**src/rtl/fpfa_pkg.sv**
```systemverilog
// shared types and constants of the fixed partition fit allocator
`default_nettype none

package fpfa_pkg;

   // default sizing of the partition table
   localparam int NUM_BLOCKS_DEFAULT = 64;
   localparam int SIZE_BITS_DEFAULT  = 16;

   // transaction field widths
   localparam int CMD_W   = 1;
   localparam int BIDX_W  = 6;
   localparam int RSIZE_W = 16;
   localparam int PID_W   = 6;
   localparam int COUNT_W = 7;
   localparam int MODE_W  = 2;

   // configuration port
   localparam int CSR_IDX_W  = 1;
   localparam int CSR_DATA_W = 7;
   localparam logic [CSR_IDX_W-1:0] CSR_FIT_MODE    = 1'd0;
   localparam logic [CSR_IDX_W-1:0] CSR_BLOCK_COUNT = 1'd1;

   // command codes
   localparam logic [CMD_W-1:0] CMD_LOAD    = 1'd0;
   localparam logic [CMD_W-1:0] CMD_REQUEST = 1'd1;

   // placement policies
   localparam logic [MODE_W-1:0] MODE_WORST = 2'd0;
   localparam logic [MODE_W-1:0] MODE_BEST  = 2'd1;
   localparam logic [MODE_W-1:0] MODE_FIRST = 2'd2;

   // saturation value of the grant counter
   localparam logic [COUNT_W-1:0] COUNT_MAX = 7'd127;

   // control from the sequencer to the candidate tracker
   typedef struct packed {
      logic restart;
      logic sample;
   } scan_ctl_type;

endpackage

`default_nettype wire

```
**src/rtl/fpfa_if.sv**
```systemverilog
// valid/ready channel interfaces for request and response transactions
`default_nettype none

interface fpfa_req_if
   import fpfa_pkg::*;
   ();
   logic               valid;
   logic               ready;
   logic [CMD_W-1:0]   command;
   logic [BIDX_W-1:0]  block_index;
   logic [RSIZE_W-1:0] request_size;
   logic [PID_W-1:0]   process_id;

   modport source (output valid, command, block_index, request_size, process_id,
                   input ready);
   modport sink   (input valid, command, block_index, request_size, process_id,
                   output ready);
endinterface

interface fpfa_rsp_if
   import fpfa_pkg::*;
   ();
   logic               valid;
   logic               ready;
   logic               granted;
   logic [BIDX_W-1:0]  chosen_block;
   logic [PID_W-1:0]   owner_process;
   logic [COUNT_W-1:0] allocated_count;

   modport source (output valid, granted, chosen_block, owner_process, allocated_count,
                   input ready);
   modport sink   (input valid, granted, chosen_block, owner_process, allocated_count,
                   output ready);
endinterface

`default_nettype wire

```
**src/rtl/fixed_partition_fit_allocator.sv**
```systemverilog
// Fixed partition fit allocator, top level.
//
// Input channel req_ch carries load and request transactions. A load writes
// one partition's size and marks it free; it gives no response. A request
// is placed by fit_mode (worst, best or first fit) and gives exactly one
// response on rsp_ch: grant flag, chosen partition, owner and the running
// grant count.
// A request reads the partition table one entry per cycle from a single
// read port, min(block_count, NUM_BLOCKS) entries. After it is taken the
// block steps through one read per partition, the last read returning, a
// settle step and the decide step. Only one request is in flight; the next
// transaction is taken once the decide step has finished, after writing the
// chosen partition back on a grant.
// The response sits in an output register; the block takes new transactions
// while it waits. If the receiver stalls and another response is ready, the
// decide cycle holds until the register frees up.
// After reset a clearing pass writes every table entry free; req_ch is not
// ready meanwhile, csr writes are taken throughout. Configuration is to be
// written through csr_* while the block is idle; the block does not check.
`default_nettype none

module fixed_partition_fit_allocator
   import fpfa_pkg::*;
#(
   parameter int NUM_BLOCKS = NUM_BLOCKS_DEFAULT,
   parameter int SIZE_BITS  = SIZE_BITS_DEFAULT
) (
   input  wire logic                  clock,
   input  wire logic                  reset,
   fpfa_req_if.sink                   req_ch,
   fpfa_rsp_if.source                 rsp_ch,
   input  wire logic                  csr_write_en,
   input  wire logic [CSR_IDX_W-1:0]  csr_index,
   input  wire logic [CSR_DATA_W-1:0] csr_write_data
);

   localparam int IDX_W  = $clog2(NUM_BLOCKS);
   localparam int CNT_W  = $clog2(NUM_BLOCKS + 1);
   localparam int LIM_W  = (CNT_W > COUNT_W) ? CNT_W : COUNT_W;
   localparam int WORD_W = SIZE_BITS + 1;

   localparam logic [1:0] ST_CLEAR  = 2'd0;
   localparam logic [1:0] ST_IDLE   = 2'd1;
   localparam logic [1:0] ST_SCAN   = 2'd2;
   localparam logic [1:0] ST_DECIDE = 2'd3;

   logic [1:0]           state_ff, state_in;
   logic [IDX_W-1:0]     clr_ff, clr_in;
   logic [LIM_W-1:0]     addr_ff, addr_in;
   logic [LIM_W-1:0]     limit_ff;
   logic                 rd_valid_ff;
   logic [IDX_W-1:0]     rd_idx_ff;
   logic [SIZE_BITS-1:0] need_ff;
   logic [PID_W-1:0]     pid_ff;
   logic [MODE_W-1:0]    fit_mode_ff;
   logic [COUNT_W-1:0]   block_count_ff;
   logic [COUNT_W-1:0]   count_ff, count_in;
   logic                 rsp_valid_ff;
   logic                 rsp_granted_ff;
   logic [BIDX_W-1:0]    rsp_block_ff;
   logic [PID_W-1:0]     rsp_owner_ff;
   logic [COUNT_W-1:0]   rsp_count_ff;

   logic                 accept;
   logic                 is_load;
   logic                 load_in_range;
   logic [31:0]          load_idx_wide;
   logic [47:0]          size_wide;
   logic [SIZE_BITS-1:0] size_in;
   logic [LIM_W-1:0]     count_ext;
   logic [LIM_W-1:0]     num_ext;
   logic [LIM_W-1:0]     limit_in;
   logic                 issuing;
   logic                 decide_go;
   logic                 grant;
   logic [31:0]          best_idx_wide;

   logic                 mem_wr_en;
   logic [IDX_W-1:0]     mem_wr_addr;
   logic [WORD_W-1:0]    mem_wr_data;
   logic [WORD_W-1:0]    mem_rd_data;

   scan_ctl_type         scan_ctl;
   logic                 found;
   logic [IDX_W-1:0]     best_idx;
   logic [SIZE_BITS-1:0] best_size;

   // input transaction decode
   assign req_ch.ready  = (state_ff == ST_IDLE);
   assign accept        = req_ch.valid && req_ch.ready;
   assign is_load       = (req_ch.command == CMD_LOAD);
   assign load_idx_wide = 32'(req_ch.block_index);
   assign load_in_range = (load_idx_wide < 32'(NUM_BLOCKS));
   assign size_wide     = 48'(req_ch.request_size);
   assign size_in       = size_wide[SIZE_BITS-1:0];

   // partitions in use, clamped to the table depth
   assign count_ext = LIM_W'(block_count_ff);
   assign num_ext   = LIM_W'(NUM_BLOCKS);
   assign limit_in  = (count_ext > num_ext) ? num_ext : count_ext;

   // scan address issue and commit conditions
   assign issuing   = (state_ff == ST_SCAN) && (addr_ff < limit_ff);
   assign decide_go = (state_ff == ST_DECIDE) && (!rsp_valid_ff || rsp_ch.ready);
   assign grant     = found && (best_size >= need_ff);

   // memory write port: clearing pass, loads, commit of a grant
   always_comb begin
      mem_wr_en   = 1'b0;
      mem_wr_addr = clr_ff;
      mem_wr_data = '0;
      if (state_ff == ST_CLEAR) begin
         mem_wr_en = 1'b1;
      end else if (accept && is_load) begin
         mem_wr_en   = load_in_range;
         mem_wr_addr = load_idx_wide[IDX_W-1:0];
         mem_wr_data = {1'b0, size_in};
      end else if (decide_go && grant) begin
         mem_wr_en   = 1'b1;
         mem_wr_addr = best_idx;
         mem_wr_data = {1'b1, best_size};
      end
   end

   fpfa_mem #(
      .DEPTH (NUM_BLOCKS),
      .WIDTH (WORD_W)
   ) u_mem (
      .clock      (clock),
      .wr_en      (mem_wr_en),
      .wr_addr    (mem_wr_addr),
      .wr_data    (mem_wr_data),
      .rd_en      (issuing),
      .rd_addr    (addr_ff[IDX_W-1:0]),
      .rd_data_ff (mem_rd_data)
   );

   // candidate tracking on returned entries
   assign scan_ctl.restart = accept && !is_load;
   assign scan_ctl.sample  = rd_valid_ff;

   fpfa_scan #(
      .NUM_BLOCKS (NUM_BLOCKS),
      .SIZE_BITS  (SIZE_BITS)
   ) u_scan (
      .clock        (clock),
      .ctl          (scan_ctl),
      .fit_mode     (fit_mode_ff),
      .need         (need_ff),
      .entry_used   (mem_rd_data[WORD_W-1]),
      .entry_size   (mem_rd_data[SIZE_BITS-1:0]),
      .entry_idx    (rd_idx_ff),
      .found_ff     (found),
      .best_idx_ff  (best_idx),
      .best_size_ff (best_size)
   );

   // sequencer next state
   always_comb begin
      state_in = state_ff;
      clr_in   = clr_ff;
      addr_in  = addr_ff;
      case (state_ff)
         ST_CLEAR: begin
            clr_in = clr_ff + 1'b1;
            if (clr_ff == IDX_W'(NUM_BLOCKS - 1)) begin
               state_in = ST_IDLE;
            end
         end
         ST_IDLE: begin
            addr_in = '0;
            if (accept && !is_load) begin
               state_in = ST_SCAN;
            end
         end
         ST_SCAN: begin
            if (issuing) begin
               addr_in = addr_ff + 1'b1;
            end else if (!rd_valid_ff) begin
               state_in = ST_DECIDE;
            end
         end
         ST_DECIDE: begin
            if (decide_go) begin
               state_in = ST_IDLE;
            end
         end
         default: state_in = ST_IDLE;
      endcase
   end

   // saturating grant counter
   always_comb begin
      count_in = count_ff;
      if (decide_go && grant && (count_ff != COUNT_MAX)) begin
         count_in = count_ff + 1'b1;
      end
   end

   // control registers
   always_ff @(posedge clock) begin
      if (reset) begin
         state_ff       <= ST_CLEAR;
         clr_ff         <= '0;
         rd_valid_ff    <= 1'b0;
         count_ff       <= '0;
         rsp_valid_ff   <= 1'b0;
         fit_mode_ff    <= MODE_WORST;
         block_count_ff <= COUNT_W'(64);
      end else begin
         state_ff    <= state_in;
         clr_ff      <= clr_in;
         rd_valid_ff <= issuing;
         count_ff    <= count_in;
         if (decide_go) begin
            rsp_valid_ff <= 1'b1;
         end else if (rsp_ch.ready) begin
            rsp_valid_ff <= 1'b0;
         end
         if (csr_write_en && (csr_index == CSR_FIT_MODE)) begin
            fit_mode_ff <= csr_write_data[MODE_W-1:0];
         end
         if (csr_write_en && (csr_index == CSR_BLOCK_COUNT)) begin
            block_count_ff <= csr_write_data[COUNT_W-1:0];
         end
      end
   end

   // request payload and scan index registers
   always_ff @(posedge clock) begin
      addr_ff <= addr_in;
      if (issuing) begin
         rd_idx_ff <= addr_ff[IDX_W-1:0];
      end
      if (accept && !is_load) begin
         need_ff  <= size_in;
         pid_ff   <= req_ch.process_id;
         limit_ff <= limit_in;
      end
   end

   // response register
   assign best_idx_wide = 32'(best_idx);

   always_ff @(posedge clock) begin
      if (decide_go) begin
         rsp_granted_ff <= grant;
         rsp_block_ff   <= grant ? best_idx_wide[BIDX_W-1:0] : '0;
         rsp_owner_ff   <= grant ? pid_ff : '0;
         rsp_count_ff   <= count_in;
      end
   end

   assign rsp_ch.valid           = rsp_valid_ff;
   assign rsp_ch.granted         = rsp_granted_ff;
   assign rsp_ch.chosen_block    = rsp_block_ff;
   assign rsp_ch.owner_process   = rsp_owner_ff;
   assign rsp_ch.allocated_count = rsp_count_ff;

endmodule

`default_nettype wire

```
**src/rtl/fpfa_mem.sv**
```systemverilog
// partition table memory: one write port, one registered read port
`default_nettype none

module fpfa_mem
   import fpfa_pkg::*;
#(
   parameter int DEPTH = NUM_BLOCKS_DEFAULT,
   parameter int WIDTH = SIZE_BITS_DEFAULT + 1
) (
   input  wire logic                     clock,
   input  wire logic                     wr_en,
   input  wire logic [$clog2(DEPTH)-1:0] wr_addr,
   input  wire logic [WIDTH-1:0]         wr_data,
   input  wire logic                     rd_en,
   input  wire logic [$clog2(DEPTH)-1:0] rd_addr,
   output logic      [WIDTH-1:0]         rd_data_ff
);

   logic [WIDTH-1:0] mem [DEPTH];

   // write port
   always_ff @(posedge clock) begin
      if (wr_en) begin
         mem[wr_addr] <= wr_data;
      end
   end

   // read port, registered
   always_ff @(posedge clock) begin
      if (rd_en) begin
         rd_data_ff <= mem[rd_addr];
      end
   end

endmodule

`default_nettype wire

```
**src/rtl/fpfa_scan.sv**
```systemverilog
// candidate tracker: keeps the best partition seen so far under the active policy
`default_nettype none

module fpfa_scan
   import fpfa_pkg::*;
#(
   parameter int NUM_BLOCKS = NUM_BLOCKS_DEFAULT,
   parameter int SIZE_BITS  = SIZE_BITS_DEFAULT
) (
   input  wire logic                          clock,
   input  wire scan_ctl_type                  ctl,
   input  wire logic [MODE_W-1:0]             fit_mode,
   input  wire logic [SIZE_BITS-1:0]          need,
   input  wire logic                          entry_used,
   input  wire logic [SIZE_BITS-1:0]          entry_size,
   input  wire logic [$clog2(NUM_BLOCKS)-1:0] entry_idx,
   output logic                               found_ff,
   output logic      [$clog2(NUM_BLOCKS)-1:0] best_idx_ff,
   output logic      [SIZE_BITS-1:0]          best_size_ff
);

   logic fits;
   logic take;

   // policy compare on the entry just read
   always_comb begin
      fits = (entry_size >= need);
      take = 1'b0;
      if (!entry_used) begin
         case (fit_mode)
            MODE_WORST: take = !found_ff || (entry_size > best_size_ff);
            MODE_BEST:  take = fits && (!found_ff || (entry_size < best_size_ff));
            MODE_FIRST: take = fits && !found_ff;
            default:    take = 1'b0;
         endcase
      end
   end

   // best candidate registers
   always_ff @(posedge clock) begin
      if (ctl.restart) begin
         found_ff <= 1'b0;
      end else if (ctl.sample && take) begin
         found_ff <= 1'b1;
      end
      if (ctl.sample && take) begin
         best_idx_ff  <= entry_idx;
         best_size_ff <= entry_size;
      end
   end

endmodule

`default_nettype wire

```
**src/flat_wrapper.sv**
```systemverilog
// flat-port wrapper written by rule: the top's interface ports become plain ports
module fixed_partition_fit_allocator_flat import fpfa_pkg::*;
#(
   parameter int NUM_BLOCKS = NUM_BLOCKS_DEFAULT,
   parameter int SIZE_BITS  = SIZE_BITS_DEFAULT
)
  (clock, reset, csr_write_en, csr_index, csr_write_data, req_ch_valid, req_ch_command, req_ch_block_index, req_ch_request_size, req_ch_process_id, req_ch_ready, rsp_ch_valid, rsp_ch_granted, rsp_ch_chosen_block, rsp_ch_owner_process, rsp_ch_allocated_count, rsp_ch_ready);
  fpfa_req_if req_ch_i ();
  fpfa_rsp_if rsp_ch_i ();
  input  wire logic clock;
  input  wire logic reset;
  input  wire logic csr_write_en;
  input  wire logic [CSR_IDX_W-1:0] csr_index;
  input  wire logic [CSR_DATA_W-1:0] csr_write_data;
  input wire logic [$bits(req_ch_i.valid)-1:0] req_ch_valid;
  input wire logic [$bits(req_ch_i.command)-1:0] req_ch_command;
  input wire logic [$bits(req_ch_i.block_index)-1:0] req_ch_block_index;
  input wire logic [$bits(req_ch_i.request_size)-1:0] req_ch_request_size;
  input wire logic [$bits(req_ch_i.process_id)-1:0] req_ch_process_id;
  output wire logic [$bits(req_ch_i.ready)-1:0] req_ch_ready;
  output wire logic [$bits(rsp_ch_i.valid)-1:0] rsp_ch_valid;
  output wire logic [$bits(rsp_ch_i.granted)-1:0] rsp_ch_granted;
  output wire logic [$bits(rsp_ch_i.chosen_block)-1:0] rsp_ch_chosen_block;
  output wire logic [$bits(rsp_ch_i.owner_process)-1:0] rsp_ch_owner_process;
  output wire logic [$bits(rsp_ch_i.allocated_count)-1:0] rsp_ch_allocated_count;
  input wire logic [$bits(rsp_ch_i.ready)-1:0] rsp_ch_ready;
  assign req_ch_i.valid = req_ch_valid;
  assign req_ch_i.command = req_ch_command;
  assign req_ch_i.block_index = req_ch_block_index;
  assign req_ch_i.request_size = req_ch_request_size;
  assign req_ch_i.process_id = req_ch_process_id;
  assign req_ch_ready = req_ch_i.ready;
  assign rsp_ch_valid = rsp_ch_i.valid;
  assign rsp_ch_granted = rsp_ch_i.granted;
  assign rsp_ch_chosen_block = rsp_ch_i.chosen_block;
  assign rsp_ch_owner_process = rsp_ch_i.owner_process;
  assign rsp_ch_allocated_count = rsp_ch_i.allocated_count;
  assign rsp_ch_i.ready = rsp_ch_ready;
  fixed_partition_fit_allocator #(.NUM_BLOCKS(NUM_BLOCKS), .SIZE_BITS(SIZE_BITS)) u_core (.clock(clock), .reset(reset), .req_ch(req_ch_i), .rsp_ch(rsp_ch_i), .csr_write_en(csr_write_en), .csr_index(csr_index), .csr_write_data(csr_write_data));
endmodule
```
**config.mk**
```make
export PLATFORM = sky130hd
export DESIGN_NAME = fixed_partition_fit_allocator_flat
export DESIGN_NICKNAME = d
export VERILOG_FILES = /design/src/rtl/fpfa_pkg.sv /design/src/rtl/fpfa_if.sv /design/src/rtl/fixed_partition_fit_allocator.sv /design/src/rtl/fpfa_mem.sv /design/src/rtl/fpfa_scan.sv /design/src/flat_wrapper.sv
export SDC_FILE = /design/constraint.sdc
export NUM_CORES = 1
export LEC_CHECK = 0
export BUFFER_PORTS_ARGS = -buffer_cell sky130_fd_sc_hd__clkbuf_2
export CORE_UTILIZATION = 55
export CTS_BUF_LIST = sky130_fd_sc_hd__clkbuf_16
export DETAILED_ROUTE_END_ITERATION = 10
export PLACE_DENSITY = 0.71
export RECOVER_POWER = 50
export SYNTH_ARGS = -nofsm -noshare
export SYNTH_HDL_FRONTEND = slang
export SYNTH_SLANG_ARGS = --single-unit
```
**constraint.sdc**
```tcl
create_clock -name clock -period 13.26 [get_ports clock]
set_input_delay 1.326 -clock clock [delete_from_list [all_inputs] [get_ports clock]]
set_output_delay 1.326 -clock clock [all_outputs]
set_load 0.005 [all_outputs]
```
==> impl_results.md, run 1 <==
* Status: finished, violations left
* Failing checks: capacitance limit, slew limit
* Core ar. at 85800 sq um
* Post-CTS Resized at 0
* Largest net degree at the start of global routing at 102
* Net Sw Frac at 24.0%
* Clock Skew at 0.0222 ns
* CTS buffer count at 116
* Final wirelength at 113 mm
* Logic pwr share at 13.1%
* Critical Path RT at 13.68 ns
* Most common cell after layout, fill and taps aside: edfxtp_1
* Root buffer selected by CTS: clkbuf_16
* VDD IR max at 0.127 mV
* FFs w/ async S/R, synth at 0%
* Net count, final at 2438
* Slew headroom at -221%
* Fraction of layout cells with a size suffix above 1 at between 20% and 30%
* Worst Path Max Fanout at 71
* Crit Reg-Reg Startpoint: u_core.addr_ff[1]$_SDFFCE_PP0P_
* Hold path start: u_core.rd_idx_ff[2]$_DFFE_PP_
* Die W at between 200 and 300 um
* Startpoint Class: register
* Cts hold-fix bufs at 0
* WL met2 at approximately 54 mm
* Synth warn at 0
* Min cycle time layout at 7.47 ns
* Via count at 23475
* RSZ-0062 raised after global routing: false
* Worst min path class: register to register
* P_int at 6.59 mW
* Commonest non-fill, non-tap cells in the layout: edfxtp_1, mux4_2, clkbuf_16
* Reg power frac at 50.2%
* WHS Path Cells at 0
* Drt pass-1 iters at 5
* Net Count, Synth at about 2300
* Wire length on met3 at 9.46 mm
* Post-Syn Instances at 2156
* CTS tree: yes
* Dominant synthesized flop cell: edfxtp_1
* Critical path type: register to register
* Via/cell ratio at 6.57
* Synth-to-Final Area Change at 12.3%
* Worst R2R Path Depth at 6
* Synth unique cells at 60
* GRT overflow at 0
* Die Y at between 200 and 300 um
* Longest Clk Path Bufs at 3
* Vias in the first global route at between 20000 and 25000
* DRT met1 WL at 46.2 mm
* Cell Pwr Density at around 160 nW/um^2
* Final setup fails at 0
* Number of synthesized register bits at 1216
* Avg Cell Area, Syn at around 22 sq um
* Synth Cell Area at 48000 sq um
* CP arrival at approximately 7.9 ns
* Clock sinks at 1216
* Worst hold path endpoint: u_core.u_scan.best_idx_ff[2]$_DFFE_PP_
* Share of synthesized area occupied by flip-flops and latches at 75.5%
* Final period util at roughly 56%
* Slew @ Worst Pin at around 4.8 ns
* DRT iter0 DRCs at 2918
* # IOs at 64
* Routability Congestion at 0.899
* Port buffer count at 63
* P_leak at about 16 nW
* Placed cell area at 50500 sq um
* EDFF count, synth at 1189
* R2r setup slk at about 5.8 ns
* Psw at 2.08 mW
* Number of H-tree levels at 3
* Clk pwr share at about 37%
* DR WL/cell at 31.6 um
* Clock latency on the worst-skew pair at approximately 0.69 ns
* Initial antenna violation count at 5
* Fin. max-slew vios at 1185
* # rows at 107
* First-pass GRT wire length at 163 mm
* Maximum clock frequency at 134 MHz
* Initial Util at 55.9%
* Dpl hpwl at between 60 and 70 mm
* Fin. Hold Viols at 0
* Top Metal Used: met5
* Crit path capture type: register
* End-of-flow core utilization at a little over three fifths
* Fin area at 53900 sq um
* GRT Overall Usage at between 20% and 30%
* # Post-CTS Setup Buffers at 0
* Remaining DRCs at 0
* Max_cap viols at 24
* Setup TNS at 0 ns
* Clock transition at path regs at 0.06 ns
* Die area at between 80000 and 90000 sq um
* Post-route ant nets at 0
* FF-to-FF End: u_core.u_mem.rd_data_ff[14]$_DFFE_PP_
[cell type report]
type / count / area, sq um
antenna: 3 / 7.51
clock buffer: 118 / 2950
clock inverter: 94 / 696
fill: 5703 / 31900
inverter: 52 / 195
multi-input combinational: 783 / 11400
sequential: 1216 / 36200
tap: 1144 / 1430
timing repair buffer: 162 / 953
[power groups by stage]
| stage | Combinational, mW | Clock [mW] | Sequential [mW] |
|---|---|---|---|
| after global routing | 1.19 | 3.35 | 4.36 |
| after CTS | 1.13 | 3.22 | 4.35 |
| after detailed placement | 1.13 | 0 | 4.43 |
| after global placement | 1.10 | 0 | 4.43 |
| after floorplan | 0.762 | 0 | 4.42 |
| final | 1.13 | 3.18 | 4.35 |
[worst max-delay path, cell delays in order, from the launching register on]
cell and delay, ns:
edfxtp_1 0.32, clkbuf_1 3.16, buf_4 1.17, buf_4 0.90, mux4_2 0.48, mux4_2 0.54, mux4_2 0.46
[Yosys cell counts, types with 4 or more instances]
cell      instances  area share, %
a31oi_1           5          0.065
o22ai_1           6          0.078
xor2_1           10           0.18
a21o_1           18           0.28
nand2_1          33           0.26
nor3_1           28           0.29
nand2b_1          6          0.078
a21oi_1          28           0.29
buf_2            32           0.33
mux4_2          357             17
o21ai_0          15           0.16
clkbuf_1         59           0.46
o21a_1            5          0.078
nor2b_1          16           0.21
nor4_1           42           0.55
ha_1             65            1.7
and2_1           14           0.18
nand3_1          29           0.30
a22o_1           16           0.29
buf_1            10          0.078
edfxtp_1       1189             74
nor2_1           28           0.22
inv_1            52           0.41
nand4_1           8           0.10
dfxtp_1          27            1.1
and3_1            4          0.052
[metrics by stage]
step / total power [mW] / setup WS, ns / hold WS (ns) / instances
2_1_floorplan: 5.18 / 8.29 / 0.400 / 2156
3_3_place_gp: 5.53 / 8.41 / 0.401 / 3356
3_5_place_dp: 5.56 / 8.42 / 0.405 / 3357
4_1_cts: 8.71 / 8.38 / 0.421 / 3569
5_1_grt: 8.91 / 5.38 / 0.430 / 3569
6_report: 8.67 / 5.79 / 0.419 / 3572
[sequential cells by signal, summed over array words and instances (netlist names)]
register,count
u_core.u_mem.mem,1088
u_core.u_mem.rd_data_ff,17
u_core.need_ff,16
u_core.u_scan.best_size_ff,16
u_core.addr_ff,7
u_core.block_count_ff,7
u_core.count_ff,7
u_core.limit_ff,7
u_core.rsp_ch.allocated_count,7
u_core.clr_ff,6
u_core.pid_ff,6
u_core.rd_idx_ff,6
u_core.rsp_ch.chosen_block,6
u_core.rsp_ch.owner_process,6
u_core.u_scan.best_idx_ff,6
u_core.fit_mode_ff,2
u_core.state_ff,2
u_core.rd_valid_ff,1
u_core.rsp_ch.granted,1
u_core.rsp_ch.valid,1
u_core.u_scan.found_ff,1
[layer usage]
metal	GRT usage, %	vias up
met5	0	-
met4	7.04	4
met3	4.46	183
met2	40.4	1247
met1	38.2	12519
li1	-	9522
[worst max path at each step]
stage / startpoint / to / slack (ns) / cells after the start
after floorplan: req_ch_valid / u_core.u_mem.mem[12][0]$_DFFE_PP_ / 8.29 / 9
after global placement: u_core.addr_ff[1]$_SDFFCE_PP0P_ / u_core.u_mem.rd_data_ff[14]$_DFFE_PP_ / 8.41 / 6
after detailed placement: u_core.addr_ff[1]$_SDFFCE_PP0P_ / u_core.u_mem.rd_data_ff[14]$_DFFE_PP_ / 8.42 / 6
after CTS: u_core.addr_ff[1]$_SDFFCE_PP0P_ / u_core.u_mem.rd_data_ff[14]$_DFFE_PP_ / 8.38 / 6
after global routing: u_core.u_scan.best_size_ff[15]$_DFFE_PP_ / u_core.u_mem.mem[31][12]$_DFFE_PP_ / 5.38 / 9
final: u_core.addr_ff[1]$_SDFFCE_PP0P_ / u_core.u_mem.rd_data_ff[14]$_DFFE_PP_ / 5.79 / 6
[cell families (layout without fill, tap and decap cells)]
logic type | Yosys count | count (layout) | synth area share, %
mux | 361 | 361 | 16.8
fa+ha+maj | 65 | 65 | 1.69
compound gates | 120 | 120 | 1.81
other cells | 0 | 3 | 0
xor+xnor | 13 | 13 | 0.237
simple gates | 224 | 224 | 2.51
flops | 1216 | 1216 | 75.5
buf+inv | 157 | 426 | 1.37
(Power assumes the default switching activity.)
==> run 2: changes to the inputs <==
ABC_AREA = 1   (was unset)
clock period = 7.6 ns   (was 13.26 ns; I/O delays follow)
==> run 2 against run 1 <==
Against the previous run:
- the flow still finishes with violations (capacitance limit, slew limit)
- wire length rose by 7.5%
- sequential power up 79%
- total power increased by 110%
- largest cell class unchanged
- highest routed layer unchanged
==> impl_results.md, run 2 <==
* Fillers at 6567 (was 5703)
* Max_cap viols at 10 (was 24)
* Crit path capture type: register (unchanged)
* Slew @ Worst Pin at 4.22 ns (was 4.81 ns)
* Top flop regs: u_core.u_mem.mem x1088, u_core.u_mem.rd_data_ff x17 (unchanged)
* Fraction of layout cells with a size suffix above 1 at 8.76% (was 28.5%)
* Cell Pwr Density at 327 nW/um^2 (was 161 nW/um^2)
* FFs w/ async S/R, synth at 0% (unchanged)
* Slew headroom at -182% (was -221%)
* Cts hold-fix bufs at 0 (unchanged)
* Die W at 301 um (was 297 um)
* CP arrival at 6.06 ns (was 7.89 ns)
* Critical path type: register to register (unchanged)
* Slowest CP cell: clkbuf_1 (unchanged)
* Core ar. at 88400 sq um (was 85800 sq um)
* Logic pwr share at 25.8% (was 13.1%)
* P_int at 12.0 mW (was 6.59 mW)
* Fin. max-slew vios at 430 (was 1185)
* Vias in the first global route at 28900 (was 23202)
* Setup TNS at 0 ns (unchanged)
* Largest net degree at the start of global routing at 227 (was 102)
* Maximum clock frequency at 174 MHz (was 134 MHz)
* Clock latency on the worst-skew pair at 0.70 ns (was 0.69 ns)
* Avg Cell Area, Syn at 13.6 sq um (was 22.3 sq um)
* CP most frequent cell: nand2_1 (was mux4_2)
* Clock transition at path regs at 0.06 ns (about the same)
* CP top delay family: simple AND/OR/NAND/NOR gates (was buffers and inverters)
* VDD IR max at 0.372 mV (was 0.127 mV)
* Worst path bufs/invs at 2 (was 3)
* Min cycle time layout at 5.75 ns (was 7.47 ns)
* Final wirelength at 121 mm (was 113 mm)
* WHS Path Cells at 1 (was 0)
* Via/cell ratio at 6.19 (was 6.57)
* Top-area cell type share of the netlist area at 72.7% (was 74.4%)
* Post-Syn Instances at 3618 (was 2156)
* Net Sw Frac at 32.7% (was 24.0%)
* Hold path start: req_ch_process_id[3] (was u_core.rd_idx_ff[2]$_DFFE_PP_)
* Synth unique cells at 48 (was 60)
* CTS buffer count at 115 (was 116)
* DR WL/cell at 24.6 um (was 31.6 um)
* R2r setup slk at 1.85 ns (was 5.79 ns)
* Net count, final at 3780 (was 2438)
* Synth Cell Area at 49100 sq um (was 48000 sq um)
* Synth top cells by count: edfxtp_1, nor2_1, o21ai_0, nand2_1, nand3_1 (was edfxtp_1, mux4_2, ha_1, clkbuf_1, inv_1)
* Fin. Hold Viols at 0 (unchanged)
* Synth top area cells: edfxtp_1, nor2_1, o21ai_0, o32ai_1, mux2i_1 (was edfxtp_1, mux4_2, ha_1, dfxtp_1, nor4_1)
* Longest Clk Path Bufs at 3 (unchanged)
* CTS tree: yes (unchanged)
* Net Count, Synth at 3725 (was 2263)
* Clock sinks at 1216 (unchanged)
* Dpl hpwl at 68.0 mm (was 65.0 mm)
* Routability Congestion at 0.874 (was 0.899)
* Share of synthesized area occupied by flip-flops and latches at 73.8% (was 75.5%)
* P_leak at 19.6 nW (was 15.8 nW)
* Worst hold path endpoint: u_core.pid_ff[3]$_DFFE_PP_ (was u_core.u_scan.best_idx_ff[2]$_DFFE_PP_)
* Post-CTS Resized at 0 (unchanged)
* FF-to-FF End: u_core.u_mem.mem[52][5]$_DFFE_PP_ (was u_core.u_mem.rd_data_ff[14]$_DFFE_PP_)
* Synth-to-Final Area Change at 10.7% (was 12.3%)
* Worst min path class: primary input to register (was register to register)
* Crit Reg-Reg Startpoint: u_core.u_scan.best_size_ff[7]$_DFFE_PP_ (was u_core.addr_ff[1]$_SDFFCE_PP0P_)
* Power Total at 17.8 mW (was 8.67 mW)
* Psw at 5.82 mW (was 2.08 mW)
* Max stage delay on crit path at 1.16 ns (was 3.16 ns)
* Multi-input logic area at 11600 sq um (was 11400 sq um)
* First-pass GRT wire length at 181 mm (was 163 mm)
* Post-route ant nets at 0 (unchanged)
* Number of synthesized register bits at 1216 (unchanged)
* Via count at 30510 (was 23475)
* Clock Skew at 0.0362 ns (was 0.0222 ns)
* GRT overflow at 0 (unchanged)
* RSZ-0062 raised after global routing: false (unchanged)
* Dominant synthesized flop cell: edfxtp_1 (unchanged)
* Number of diodes at 0 (was 3)
* Critical Path RT at 7.91 ns (was 13.68 ns)
* GRT Overall Usage at 26.8% (was 25.8%)
* Most common cell after layout, fill and taps aside: edfxtp_1 (unchanged)
* Initial Util at 55.6% (was 55.9%)
* Reg power frac at 43.6% (was 50.2%)
* Crit-path cells: ha_1 -> nand2_1 -> inv_1 -> nand2_1 -> nor2_1 -> nor2_1 -> nand2_1 -> nand2_1 -> nand2_1 -> nand4_1 -> nor2_4 -> clkbuf_1 -> nand2_1 -> nand3_4 -> nand4_2 -> nor2_2 (was clkbuf_1 -> buf_4 -> buf_4 -> mux4_2 -> mux4_2 -> mux4_2)
* Final period util at 75.6% (was 56.3%)
* Most numerous cell in the Yosys netlist: edfxtp_1 (unchanged)
* Die area at 90500 sq um (was 88400 sq um)
* Worst Path Max Fanout at 35 (was 71)
* Number of H-tree levels at 3 (unchanged)
* # rows at 109 (was 107)
* Drt pass-1 iters at 6 (was 5)
* Largest reg by FF count: u_core.u_mem.mem (unchanged)
* Status: finished, violations left (unchanged)
* Root buffer selected by CTS: clkbuf_16 (unchanged)
* Initial antenna violation count at 2 (was 5)
* DRT iter0 DRCs at 3761 (was 2918)
* Failing checks: capacitance limit, slew limit (unchanged)
* Register area at 36200 sq um (unchanged)
* Synth warn at 0 (unchanged)
* Startpoint Class: register (unchanged)
* Final setup fails at 0 (unchanged)
* Remaining DRCs at 0 (unchanged)
* Clk pwr share at 30.6% (was 36.7%)
* Worst R2R Path Depth at 16 (was 6)
* # IOs at 64 (unchanged)
* Die Y at 301 um (was 297 um)
* Commonest non-fill, non-tap cells in the layout: edfxtp_1, nor2_1, o21ai_0 (was edfxtp_1, mux4_2, clkbuf_16)
* Port buffer count at 63 (unchanged)
* # Post-CTS Setup Buffers at 0 (unchanged)
* EDFF count, synth at 1189 (unchanged)
* Yosys top cell by area: edfxtp_1 (unchanged)
* Largest register FFs at 1088 (unchanged)
-- run 2: per-layer routing --
| layer | up-vias | part of all wire [%] | global-route usage [%] |
|---|---|---|---|
| met5 | - | 0.0091 | 0 |
| met4 | 2 | 3.6 | 9.74 |
| met3 | 214 | 9.1 | 4.91 |
| met2 | 1482 | 47 | 41.7 |
| met1 | 15135 | 40 | 38.0 |
| li1 | 13677 | - | - |
-- run 2: worst max path at each step --
stage	end	start	depth (start not counted)
after floorplan	u_core.u_mem.mem[0][10]$_DFFE_PP_	rsp_ch_ready	9
after detailed placement	u_core.u_mem.mem[5][6]$_DFFE_PP_	req_ch_valid	12
after CTS	u_core.u_mem.mem[5][6]$_DFFE_PP_	u_core.u_scan.best_size_ff[7]$_DFFE_PP_	16
after global routing	u_core.u_mem.mem[52][2]$_DFFE_PP_	u_core.u_scan.best_size_ff[7]$_DFFE_PP_	16
final	u_core.u_mem.mem[52][5]$_DFFE_PP_	u_core.u_scan.best_size_ff[7]$_DFFE_PP_	16
after global placement	u_core.u_mem.mem[52][1]$_DFFE_PP_	req_ch_valid	12
-- run 2: layout make-up --
| class | instances | share of cell area, % |
|---|---|---|
| Multi-Input combinational cell | 2055 | 21.4 |
| Tap cell | 1165 | 2.68 |
| Clock buffer | 118 | 5.43 |
| Clock inverter | 92 | 1.12 |
| Inverter | 121 | 0.849 |
| Sequential cell | 1216 | 66.7 |
| Timing Repair Buffer | 164 | 1.86 |
-- run 2: per-stage QoR --
stage	setup slack [ns]	utilization, %	area (sq um)	cells	hold slack (ns)
floorplan	1.42	-	49100	3618	0.400
global placement	2.99	57.7	51000	4721	0.403
detailed placement	2.85	57.7	51000	4721	0.410
CTS	2.86	61.8	54600	4931	0.213
global route	1.40	61.5	54400	4931	0.214
finish	1.85	61.5	54400	4931	0.241
-- run 2: cells by family (layout without fill, tap and decap cells) --
group,Yosys count,in the layout,synth area share (%)
compound gates,729,729,9.76
xor+xnor,6,6,0.107
fa+ha+maj,65,65,1.66
buf+inv,347,495,2.79
flops,1216,1216,73.8
mux,106,106,2.16
simple gates,1149,1149,9.71
-- run 2: power by group through the flow --
stage / Combinational (mW) / Clock, mW / Sequential, mW
after global placement: 4.46 / 0 / 7.90
after CTS: 4.53 / 5.48 / 7.77
after global routing: 4.93 / 5.73 / 7.78
final: 4.59 / 5.44 / 7.77
after floorplan: 3.01 / 0 / 7.87
after detailed placement: 4.51 / 0 / 7.91
